## config.mk

```make
export PLATFORM = sky130hd
export DESIGN_NAME = button_multiclick_override_timer_core
export DESIGN_NICKNAME = d
export VERILOG_FILES = /design/src/sv/bmot_pkg.sv /design/src/sv/bmot_cfg_regs.sv /design/src/sv/button_multiclick_override_timer_core.sv
export SDC_FILE = /design/constraint.sdc
export NUM_CORES = 1
export LEC_CHECK = 0
export BUFFER_PORTS_ARGS = -buffer_cell sky130_fd_sc_hd__buf_2
export CAP_MARGIN = 20
export CORE_ASPECT_RATIO = 0.75
export CORE_MARGIN = 2
export CORE_UTILIZATION = 50
export CTS_CLUSTER_SIZE = 14
export DETAILED_ROUTE_END_ITERATION = 12
export PLACE_DENSITY = 0.7
export SYNTH_ARGS = -nofsm -noshare
export SYNTH_HDL_FRONTEND = slang
export SYNTH_HIERARCHICAL = 1
export SYNTH_SLANG_ARGS = --single-unit
```

## constraint.sdc

```tcl
create_clock -name clk -period 6.54 [get_ports clk]
set_input_delay 0.327 -clock clk [delete_from_list [all_inputs] [get_ports clk]]
set_output_delay 0.327 -clock clk [all_outputs]
set_load 0.02 [all_outputs]
```

## src/sv/bmot_pkg.sv

```systemverilog
`default_nettype none
// ----------------------------------------------------------------------------
// bmot_pkg
// Shared types and constants for the button multi-click override timer:
// item layouts, configuration layout, mode, event and register codes.
// ----------------------------------------------------------------------------
package bmot_pkg;

	localparam int NOW_BITS = 32;
	localparam int DEB_BITS = 16;
	localparam int WIN_BITS = 16;
	localparam int LIM_BITS = 4;
	localparam int MIN_BITS = 10;
	localparam int CFG_IDX_BITS = 3;
	localparam int CFG_DATA_BITS = 16;

	// Operation modes of an input item.
	localparam logic [1:0] MODE_POLL = 2'd0;
	localparam logic [1:0] MODE_TICK = 2'd1;
	localparam logic [1:0] MODE_SET  = 2'd2;

	// Event codes.
	localparam logic [1:0] EV_NONE  = 2'd0;
	localparam logic [1:0] EV_SHORT = 2'd1;
	localparam logic [1:0] EV_MULTI = 2'd2;

	// Configuration register indexes.
	localparam logic [CFG_IDX_BITS-1:0] REG_DEBOUNCE_TIME   = 3'd0;
	localparam logic [CFG_IDX_BITS-1:0] REG_CLICK_WINDOW    = 3'd1;
	localparam logic [CFG_IDX_BITS-1:0] REG_CLICK_LIMIT     = 3'd2;
	localparam logic [CFG_IDX_BITS-1:0] REG_OVERRIDE_LENGTH = 3'd3;

	// Configuration reset values.
	localparam logic [DEB_BITS-1:0] DEBOUNCE_TIME_RST   = 16'd50;
	localparam logic [WIN_BITS-1:0] CLICK_WINDOW_RST    = 16'd2000;
	localparam logic [LIM_BITS-1:0] CLICK_LIMIT_RST     = 4'd5;
	localparam logic [MIN_BITS-1:0] OVERRIDE_LENGTH_RST = 10'd120;

	typedef struct packed {
		logic [1:0]          mode;
		logic                pin_level;
		logic [NOW_BITS-1:0] now_time;
		logic                override_on;
	} in_item_t;

	typedef struct packed {
		logic [1:0]          event_res;
		logic                override_active;
		logic [MIN_BITS-1:0] minutes_left;
		logic                clear_fan_target;
	} out_item_t;

	typedef struct packed {
		logic [DEB_BITS-1:0] debounce_time;
		logic [WIN_BITS-1:0] click_window;
		logic [LIM_BITS-1:0] click_limit;
		logic [MIN_BITS-1:0] override_length;
	} cfg_t;

endpackage
`default_nettype wire

```

## src/sv/bmot_cfg_regs.sv

```systemverilog
`default_nettype none
// ----------------------------------------------------------------------------
// bmot_cfg_regs
// Configuration register file. Takes indexed writes and presents the
// register set as one struct; writes to unknown indexes are dropped.
// ----------------------------------------------------------------------------
module bmot_cfg_regs (
	input  wire logic                                 clk,
	input  wire logic                                 arst_n,
	input  wire logic                                 cfg_valid,
	output logic                                      cfg_ready,
	input  wire logic [bmot_pkg::CFG_IDX_BITS-1:0]   cfg_index,
	input  wire logic [bmot_pkg::CFG_DATA_BITS-1:0]  cfg_data,
	output bmot_pkg::cfg_t                            cfg
);
	import bmot_pkg::*;

	cfg_t cfg_q;

	assign cfg_ready = 1'b1;
	assign cfg = cfg_q;

	always_ff @(posedge clk or negedge arst_n) begin
		if (!arst_n) begin
			cfg_q.debounce_time   <= DEBOUNCE_TIME_RST;
			cfg_q.click_window    <= CLICK_WINDOW_RST;
			cfg_q.click_limit     <= CLICK_LIMIT_RST;
			cfg_q.override_length <= OVERRIDE_LENGTH_RST;
		end else if (cfg_valid) begin
			case (cfg_index)
				REG_DEBOUNCE_TIME: begin
					cfg_q.debounce_time <= cfg_data[DEB_BITS-1:0];
				end
				REG_CLICK_WINDOW: begin
					cfg_q.click_window <= cfg_data[WIN_BITS-1:0];
				end
				REG_CLICK_LIMIT: begin
					cfg_q.click_limit <= cfg_data[LIM_BITS-1:0];
				end
				REG_OVERRIDE_LENGTH: begin
					cfg_q.override_length <= cfg_data[MIN_BITS-1:0];
				end
				default: begin
				end
			endcase
		end
	end

endmodule
`default_nettype wire

```

## src/sv/button_multiclick_override_timer_core.sv

```systemverilog
`default_nettype none
// ----------------------------------------------------------------------------
// button_multiclick_override_timer_core
// Debounced active-low button with click counting, multi-press detection
// and a minute-based manual override countdown.
// ----------------------------------------------------------------------------
// Every input item yields exactly one result item. The block takes one item
// per clock while the output is not stalled: an item is registered on entry,
// evaluated against the state by combinational compare-and-update logic, and
// its result is registered on the way out into the output register, where it
// is taken when the output is not stalled. A stalled result holds in the
// output register while one further item may still be taken into the input
// register.
// Timestamps and debounce arithmetic are TIME_BITS wide; now_time is
// zero-extended or truncated to that width. Configuration writes are always
// accepted and take effect on the next item evaluated.
module button_multiclick_override_timer_core #(
	parameter int TIME_BITS = 32
) (
	input  wire logic                                 clk,
	input  wire logic                                 arst_n,
	input  wire logic                                 item_valid,
	output logic                                      item_stall,
	input  wire bmot_pkg::in_item_t                   item,
	output logic                                      result_valid,
	input  wire logic                                 result_stall,
	output bmot_pkg::out_item_t                       result,
	input  wire logic                                 cfg_valid,
	output logic                                      cfg_ready,
	input  wire logic [bmot_pkg::CFG_IDX_BITS-1:0]   cfg_index,
	input  wire logic [bmot_pkg::CFG_DATA_BITS-1:0]  cfg_data
);
	import bmot_pkg::*;

	cfg_t cfg;

	in_item_t  item_s1;
	logic      valid_s1;
	out_item_t result_s2;
	logic      valid_s2;
	logic      advance;

	logic                 stable_level_q;
	logic [TIME_BITS-1:0] edge_stamp_q;
	logic [LIM_BITS-1:0]  press_count_q;
	logic [TIME_BITS-1:0] window_start_q;
	logic                 short_pending_q;
	logic                 override_flag_q;
	logic [MIN_BITS-1:0]  override_count_q;

	logic                 stable_level_d;
	logic [TIME_BITS-1:0] edge_stamp_d;
	logic [LIM_BITS-1:0]  press_count_d;
	logic [TIME_BITS-1:0] window_start_d;
	logic                 short_pending_d;
	logic                 override_flag_d;
	logic [MIN_BITS-1:0]  override_count_d;
	out_item_t            result_d;

	logic [TIME_BITS-1:0] now_t;

	bmot_cfg_regs u_cfg (
		.clk       (clk),
		.arst_n    (arst_n),
		.cfg_valid (cfg_valid),
		.cfg_ready (cfg_ready),
		.cfg_index (cfg_index),
		.cfg_data  (cfg_data),
		.cfg       (cfg)
	);

	generate
		if (TIME_BITS > NOW_BITS) begin : g_now_ext
			assign now_t = {{(TIME_BITS-NOW_BITS){1'b0}}, item_s1.now_time};
		end else begin : g_now_trunc
			assign now_t = item_s1.now_time[TIME_BITS-1:0];
		end
	endgenerate

	// Both stages move together unless a finished result is held by the sink, when only an empty input stage fills.
	assign advance      = !(valid_s2 && result_stall);
	assign item_stall   = valid_s1 && !advance;
	assign result_valid = valid_s2;
	assign result       = result_s2;

	always_comb begin
		logic [LIM_BITS-1:0]  lim;
		logic                 taken;
		logic                 press;
		logic [LIM_BITS-1:0]  pc1;
		logic [TIME_BITS-1:0] since_edge;
		logic [TIME_BITS-1:0] since_start;
		logic                 expire;
		logic                 multi;
		logic                 pend;

		stable_level_d   = stable_level_q;
		edge_stamp_d     = edge_stamp_q;
		press_count_d    = press_count_q;
		window_start_d   = window_start_q;
		short_pending_d  = short_pending_q;
		override_flag_d  = override_flag_q;
		override_count_d = override_count_q;
		result_d.event_res        = EV_NONE;
		result_d.clear_fan_target = 1'b0;

		lim = (cfg.click_limit == '0) ? LIM_BITS'(1) : cfg.click_limit;
		since_edge = now_t - edge_stamp_q;
		taken = (item_s1.pin_level != stable_level_q) &&
			(since_edge > TIME_BITS'(cfg.debounce_time));
		press = taken && !item_s1.pin_level;
		pc1 = press ? press_count_q + LIM_BITS'(1) : press_count_q;
		since_start = (press && (press_count_q == '0)) ?
			'0 : now_t - window_start_q;
		expire = (pc1 != '0) && (since_start >= TIME_BITS'(cfg.click_window));
		// Reaching the limit wins whether or not the window has also run out.
		multi = (pc1 >= lim);
		pend = short_pending_q || (expire && !multi);

		case (item_s1.mode)
			MODE_POLL: begin
				if (taken) begin
					stable_level_d = item_s1.pin_level;
					edge_stamp_d   = now_t;
				end
				if (press && (press_count_q == '0)) begin
					window_start_d = now_t;
				end
				press_count_d = (expire || multi) ? '0 : pc1;
				if (multi) begin
					result_d.event_res = EV_MULTI;
					override_flag_d    = 1'b0;
					override_count_d   = '0;
					short_pending_d    = pend;
				end else begin
					result_d.event_res = pend ? EV_SHORT : EV_NONE;
					short_pending_d    = 1'b0;
				end
			end
			MODE_TICK: begin
				if (override_flag_q && (override_count_q != '0)) begin
					override_count_d = override_count_q - MIN_BITS'(1);
					if (override_count_q == MIN_BITS'(1)) begin
						override_flag_d           = 1'b0;
						result_d.clear_fan_target = 1'b1;
					end
				end
			end
			MODE_SET: begin
				override_flag_d  = item_s1.override_on;
				override_count_d = item_s1.override_on ? cfg.override_length : '0;
			end
			default: begin
			end
		endcase

		result_d.override_active = override_flag_d;
		result_d.minutes_left    = override_count_d;
	end

	always_ff @(posedge clk or negedge arst_n) begin
		if (!arst_n) begin
			valid_s1 <= 1'b0;
			valid_s2 <= 1'b0;
			stable_level_q   <= 1'b1;
			edge_stamp_q     <= '0;
			press_count_q    <= '0;
			window_start_q   <= '0;
			short_pending_q  <= 1'b0;
			override_flag_q  <= 1'b0;
			override_count_q <= '0;
		end else if (advance) begin
			valid_s1 <= item_valid;
			valid_s2 <= valid_s1;
			if (valid_s1) begin
				stable_level_q   <= stable_level_d;
				edge_stamp_q     <= edge_stamp_d;
				press_count_q    <= press_count_d;
				window_start_q   <= window_start_d;
				short_pending_q  <= short_pending_d;
				override_flag_q  <= override_flag_d;
				override_count_q <= override_count_d;
			end
		end else if (!valid_s1) begin
			valid_s1 <= item_valid;
		end
	end

	always_ff @(posedge clk) begin
		if (item_valid && !item_stall) begin
			item_s1 <= item;
		end
		if (advance && valid_s1) begin
			result_s2 <= result_d;
		end
	end

endmodule
`default_nettype wire

```

==> results of run 1 <==
-- registers in the layout (all words and copies together) (netlist names) --
| signal | count |
|---|---|
| override_count_q | 10 |
| edge_stamp_q | 32 |
| override_flag_q | 1 |
| press_count_q | 4 |
| item_s1 | 4 |
| valid_s1 | 1 |
| short_pending_q | 1 |
| result_valid | 1 |
| u_cfg/cfg | 46 |
| now_t | 32 |
| window_start_q | 32 |
| result | 14 |
| stable_level_q | 1 |
-- area by class of cell --
class	instances	area, sq um
multi-input combinational	852	7020
inverter	113	424
fill	1971	9760
tap	306	383
clock buffer	19	454
sequential	179	4750
timing repair buffer	145	948
clock inverter	13	108
-- logic make-up after synthesis --
logic type,after synthesis
XOR/XNOR,51
buffers and inverters,149
AO/OA/AOI/OAI,274
adder cells (fa/ha/maj),105
AND/OR/NAND/NOR,294
multiplexers,127
other,1
flip-flops,179
-- worst reg2reg max path, delay by kind of cell, from the launching register on --
family | cells | cell delay [ns]
AOI/OAI and AO/OA | 9 | 1.51
xor gates and xnor gates | 1 | 0.05
adders and majority gates | 4 | 1.08
buffers and inverters | 4 | 0.47
DFF | 1 | 0.39
and+or+nand+nor | 16 | 2.64
-- synthesized netlist by cell type, types with 5 or more instances --
cell type  count  area (sq um)
dfrtp_1      113          2830
inv_1        113           424
ha_1         103          1290
nand2_1       84           315
nor2_1        77           289
a21oi_1       73           365
mux2_2        58           653
edfxtp_1      50          1500
o21ai_0       40           200
a21o_1        35           263
mux2_1        31           349
mux2_4        29           435
xnor2_1       29           254
nand4_1       27           169
xor2_1        22           193
clkbuf_1      16          60.1
dfstp_2       16           420
nand2b_1      14          87.6
nand3_1       12          60.1
o211ai_1      12          90.1
nor2b_1       11          68.8
nor3_1        11          55.1
a31oi_1       10          62.6
buf_2         10          50.1
o21a_1        10          75.1
a221o_1        9          90.1
mux2i_1        9          90.1
o21ai_1        9          45.0
a211oi_1       8          60.1
and2_1         7          43.8
buf_6          7          78.8
or4_1          7          52.6
nor4_1         6          37.5
a21oi_2        5          43.8
o21bai_1       5          37.5
or2_2          5          31.3
-- metrics by stage --
stage                     hold slack, ns  cell area [sq um]
after floorplan                   0.0314              12100
after global placement             0.464              13100
after detailed placement           0.468              13100
after CTS                         0.0338              13700
after global routing              0.0284              14100
final                             0.0482              14100
-- layer usage --
layer | up-vias | share of wire [%] | global-route usage (%)
met5 | - | 0 | 0
met4 | 0 | 2.0 | 6.65
met3 | 37 | 6.2 | 5.57
met2 | 265 | 42 | 34.2
met1 | 4569 | 50 | 36.3
li1 | 4529 | - | -
-- timing repair --
action / 4_1_cts / 5_1_grt
endpoints found under the hold margin: 12 / 0
gates resized for setup: 8 / 56
buffers inserted: 3 / 12
hold buffers: 1 / 0
pin swaps: 7 / 44
gates cloned: 0 / 1
endpoints found under the setup margin: 5 / 27
-- power breakdown --
group          total [W]  switching (W)  internal [W]  leakage, nW
registers        0.00167       0.000199       0.00148         2.07
clock network    0.00100       0.000482      0.000521        0.279
logic            0.00365        0.00201       0.00164         3.93
total            0.00633        0.00269       0.00364         6.28
-- path summary, 6_finish.rpt --
| kind | cells past startpoint | endpoint | start | slack [ns] |
|---|---|---|---|---|
| max in group asynchronous | 3 | edge_stamp_q[10] | arst_n | 4.58 |
| hold / removal | 1 | now_t[16] | item[17] | 0.05 |
| setup reg to reg | 34 | result[12] | now_t[0] | 0.16 |
| hold reg to reg | 1 | edge_stamp_q[5] | edge_stamp_q[5] | 0.49 |
| min in group asynchronous | 2 | override_count_q[3] | arst_n | 0.52 |
| setup / recovery | 34 | result[12] | now_t[0] | 0.16 |
==> results.toml, run 1 <==
[timing]
clock_skew_ns = 0.0130
setup_ws_ns = 0.161
relSlewSlack_pct = 36.2
fmax_mhz = 157
rsz0062_at_grt = "yes"
finalSetupTns_ns = 0
setup_viol = 0
hold_violations = 0
finalMaxSlewViolations = 0
fin_crit_sh_pct = 97.5
period_minus_slack_ns = 6.38
tightest_slew_ns = 0.958

[placed_design]
dp.cells = 1576
numPortBuffers = 75
post-place-ws_ns = -0.347
dpl.hpwl_um = 22400
place_congestion = 0.934

[worst_setup_path]
critPathSlowestCell = "or4_4"
critical_path_class = "register to register"
critPathRequiredTime_ns = 6.74
crit_arrival_ns = 6.58
crit_buf_inv = 4
crit_family = "simple AND/OR/NAND/NOR gates"
cp_max_fo = 7
slowest_delay_ns = 0.57
end_kind = "register"
cp-start-kind = "register"

[yosys]
async_reset_ff_share_pct = 72.1
synthAdderAreaFrac_pct = 11.0
synth_seq_cells = 179
synth_compound_area_share_pct = 15.7
netlist_area_sq_um = 12100
ys_warn_count = 6
syn_inst = 1180
ys_types = 92
synth-simple-area-share_pct = 12.5
synth-xor-area-share_pct = 3.69
yosysSeqAreaShare_pct = 39.3
avgSynthCellArea_sq_um = 10.3
ys.flop_type = "dfrtp_1"
syn_nets = 1345
synth_edf_count = 50
synth_top_family_by_area = "compound AO/OA/AOI/OAI gates"
muxShareOfSynthArea_pct = 12.6

[power]
power.leakage_nw = 6.28
power_w = 0.00633
vdd_drop_max_mv = 0.269
power_density_nw_per_um2 = 449

[finish]
stdcell_count = 1627
final_util_pct = 59.1
finish.net_count = 1473
layout_commonest_cell = "dfrtp_1"
area_growth_pct = 16.5
final_cell_mix = "dfrtp_1, inv_1, ha_1, nand2_1, buf_2"
n_antenna_cell = 0
drive_gt1_share_pct = 26.7

[min_path]
hold_path_class = "input pin to register"

[run_status]
outcome = "finished, final reports clean"

[run]
maxCapViolations = 0

[clock_tree]
htree_levels = 4
cts_sinks = 179
cts_made_buffers = 17
clock_path_buffers = 2
insertion_delay_ns = 0.45
clk_pin_slew_ns = 0.07
cts_root_buffer = "clkbuf_16"
cts_tree = "done"

[detailed_routing]
via_count = 9400
dr.pass1.iters = 7
routedWlPerCell_um = 18.5
drt-total-wl_um = 30000
viasPerCell = 5.78
drc_errors = 0
drt-initial-drc-count = 786
drtAntennaViolNets = 0

[floorplanning]
die_w_um = 184
initial_core_util_pct = 50.7
rows = 49
core_region_area_sq_um = 23800
die-area_sq_um = 25500
num_io_pins = 77
die_h_um = 139

[grt]
antenna_found_initial = 0
grt_overflow = 0
grt_max_degree = 72
grt_util_all_layers_pct = 24.0
grt_pass1_vias = 9223
grt_pass1_wl_um = 48400
Note: power is estimated with default switching activity, not from simulation.
==> inputs of run 2 (changes only) <==
Settings changed: CORE_UTILIZATION 50 to 56, PLACE_DENSITY 0.7 to 0.77.
==> run 2 against run 1 <==
Effect of this change: the run now ends with hold timing left; critical path type unchanged; power is 3.1% lower; clock skew is 0.0017 ns lower; critical path depth rose by 2; critical endpoint unchanged; first-iteration DRC count is 14% higher.
==> results.toml, run 2 (synthesis gave the netlist of run 1 again) <==
[run_status]
outcome = "finished with violations"
violations = "hold timing"

[power]
power_w = 0.00613
vdd_drop_max_mv = 0.233
power_density_nw_per_um2 = 443
power.leakage_nw = 6.22

[worst_setup_path]
slowest_delay_ns = 0.47
cp_max_fo = 8
cp_common_cell = "nand2_2"
cp-start-kind = "register"
crit_arrival_ns = 6.67
critPathSlowestCell = "or4_4"
end_kind = "register"
critPathRequiredTime_ns = 6.74
critical_path_class = "register to register"

[floorplanning]
core_region_area_sq_um = 21200
die-area_sq_um = 22800
num_io_pins = 77
initial_core_util_pct = 57.1
die_h_um = 131
die_w_um = 174
rows = 46

[timing]
setup_viol = 0
rsz0062_at_grt = "yes"
tightest_slew_ns = 1.08
finalMaxSlewViolations = 0
hold_slack_ns = -0.00535
finalSetupTns_ns = 0
fmax_mhz = 155
fin_crit_sh_pct = 98.9
hold_violations = 1
relSlewSlack_pct = 28.1
clock_skew_ns = 0.0113
period_minus_slack_ns = 6.47

[finish]
drive_gt1_share_pct = 25.4
n_antenna_cell = 0
largest_reg_flops = 46
final_cell_mix = "dfrtp_1, inv_1, ha_1, nand2_1, buf_2"
stdcell_count = 1600
final_area_sq_um = 13800
finish.net_count = 1464
fill_cells = 1757
layout_commonest_cell = "dfrtp_1"
area_growth_pct = 14.4

[grt]
antenna_found_initial = 0
grt_pass1_vias = 8984
grt_util_all_layers_pct = 26.1
grt_max_degree = 68
grt_overflow = 0
grt_pass1_wl_um = 47300

[detailed_routing]
drc_errors = 0
via_count = 9433
routedWlPerCell_um = 18.3
drtAntennaViolNets = 0
drt-total-wl_um = 29300
drt-initial-drc-count = 894
viasPerCell = 5.90
dr.pass1.iters = 5

[placed_design]
dpl.hpwl_um = 21900
placed_area_sq_um = 13000
dp.cells = 1556
numPortBuffers = 75
place_congestion = 0.934

[clock_tree]
insertion_delay_ns = 0.45
clk_pin_slew_ns = 0.07
cts_sinks = 179
htree_levels = 4
cts_root_buffer = "clkbuf_16"
cts_tree = "done"
clock_path_buffers = 2
cts_made_buffers = 17

[min_path]
hold_path_class = "input pin to async pin"

[run]
maxCapViolations = 0
[run 2: changes by cell type in the layout (fill, tap and decap cells not counted), sizes merged]
cell	change
buf	-8
clkinvlp	-1
dlygate4sd3	-1
inv	-3
clkinv	+5
clkbuf	-1
[run 2: report_power, final]
group	internal, W	switching [W]	total [W]
Clock	0.000491	0.000464	0.000954
Combinational	0.00156	0.00195	0.00351
Sequential	0.00148	0.000193	0.00167
Total	0.00353	0.00261	0.00613
[run 2: cell type report]
class / count / area [sq um] / share of cell area (%)
clock buffers: 18 / 429 / 3.10
clock inverters: 14 / 103 / 0.742
inverters: 113 / 424 / 3.07
multi-input cells: 852 / 6910 / 50.0
flip-flops and latches: 179 / 4750 / 34.3
well taps: 288 / 360 / 2.60
repair buffers: 136 / 856 / 6.19
[run 2: final timing paths]
kind | startpoint | end | slack [ns] | cells past startpoint
min | arst_n | override_count_q[0] | -0.005 | 1
max | now_t[0] | result[12] | 0.07 | 36
max in group asynchronous | arst_n | edge_stamp_q[8] | 5.17 | 2
max reg2reg | now_t[0] | result[12] | 0.07 | 36
min in group clk | item[21] | now_t[20] | 0.05 | 1
min reg2reg | edge_stamp_q[3] | edge_stamp_q[3] | 0.49 | 1
[run 2: per-stage QoR]
stage / util (%) / setup WS (ns)
2_1_floorplan: - / 0.161
3_3_place_gp: 61.5 / -0.101
3_5_place_dp: 61.5 / -0.368
4_1_cts: 64.3 / 0.00115
5_1_grt: 65.3 / -0.341
6_report: 65.3 / 0.0700
[run 2: timing repair]
item | 4_1_cts | 5_1_grt
endpoints found under the setup margin | 5 | 19
setup buffers | 3 | 7
resized for setup | 9 | 30
hold buffers | 0 | 0
hold endpoints to repair | 0 | 0
pin swaps | 8 | 39
[run 2: per-layer routing]
| layer | part of all wire (%) | track usage [%] | routed length (um) | up-vias |
|---|---|---|---|---|
| li1 | - | - | - | 4518 |
| met1 | 49 | 38.8 | 14300 | 4562 |
| met2 | 43 | 38.4 | 12700 | 315 |
| met3 | 6.2 | 5.38 | 1830 | 38 |
| met4 | 1.7 | 7.89 | 506 | 0 |
| met5 | 0 | 0 | 0 | - |
[run 2: critical path, delay by kind of cell, from the launching register on]
| family | cells | cell delay, ns |
|---|---|---|
| simple gates | 17 | 2.76 |
| compound gates | 12 | 1.64 |
| fa+ha+maj | 4 | 1.05 |
| flops | 1 | 0.39 |
| buf+inv | 2 | 0.22 |
| xor+xnor | 1 | 0.16 |
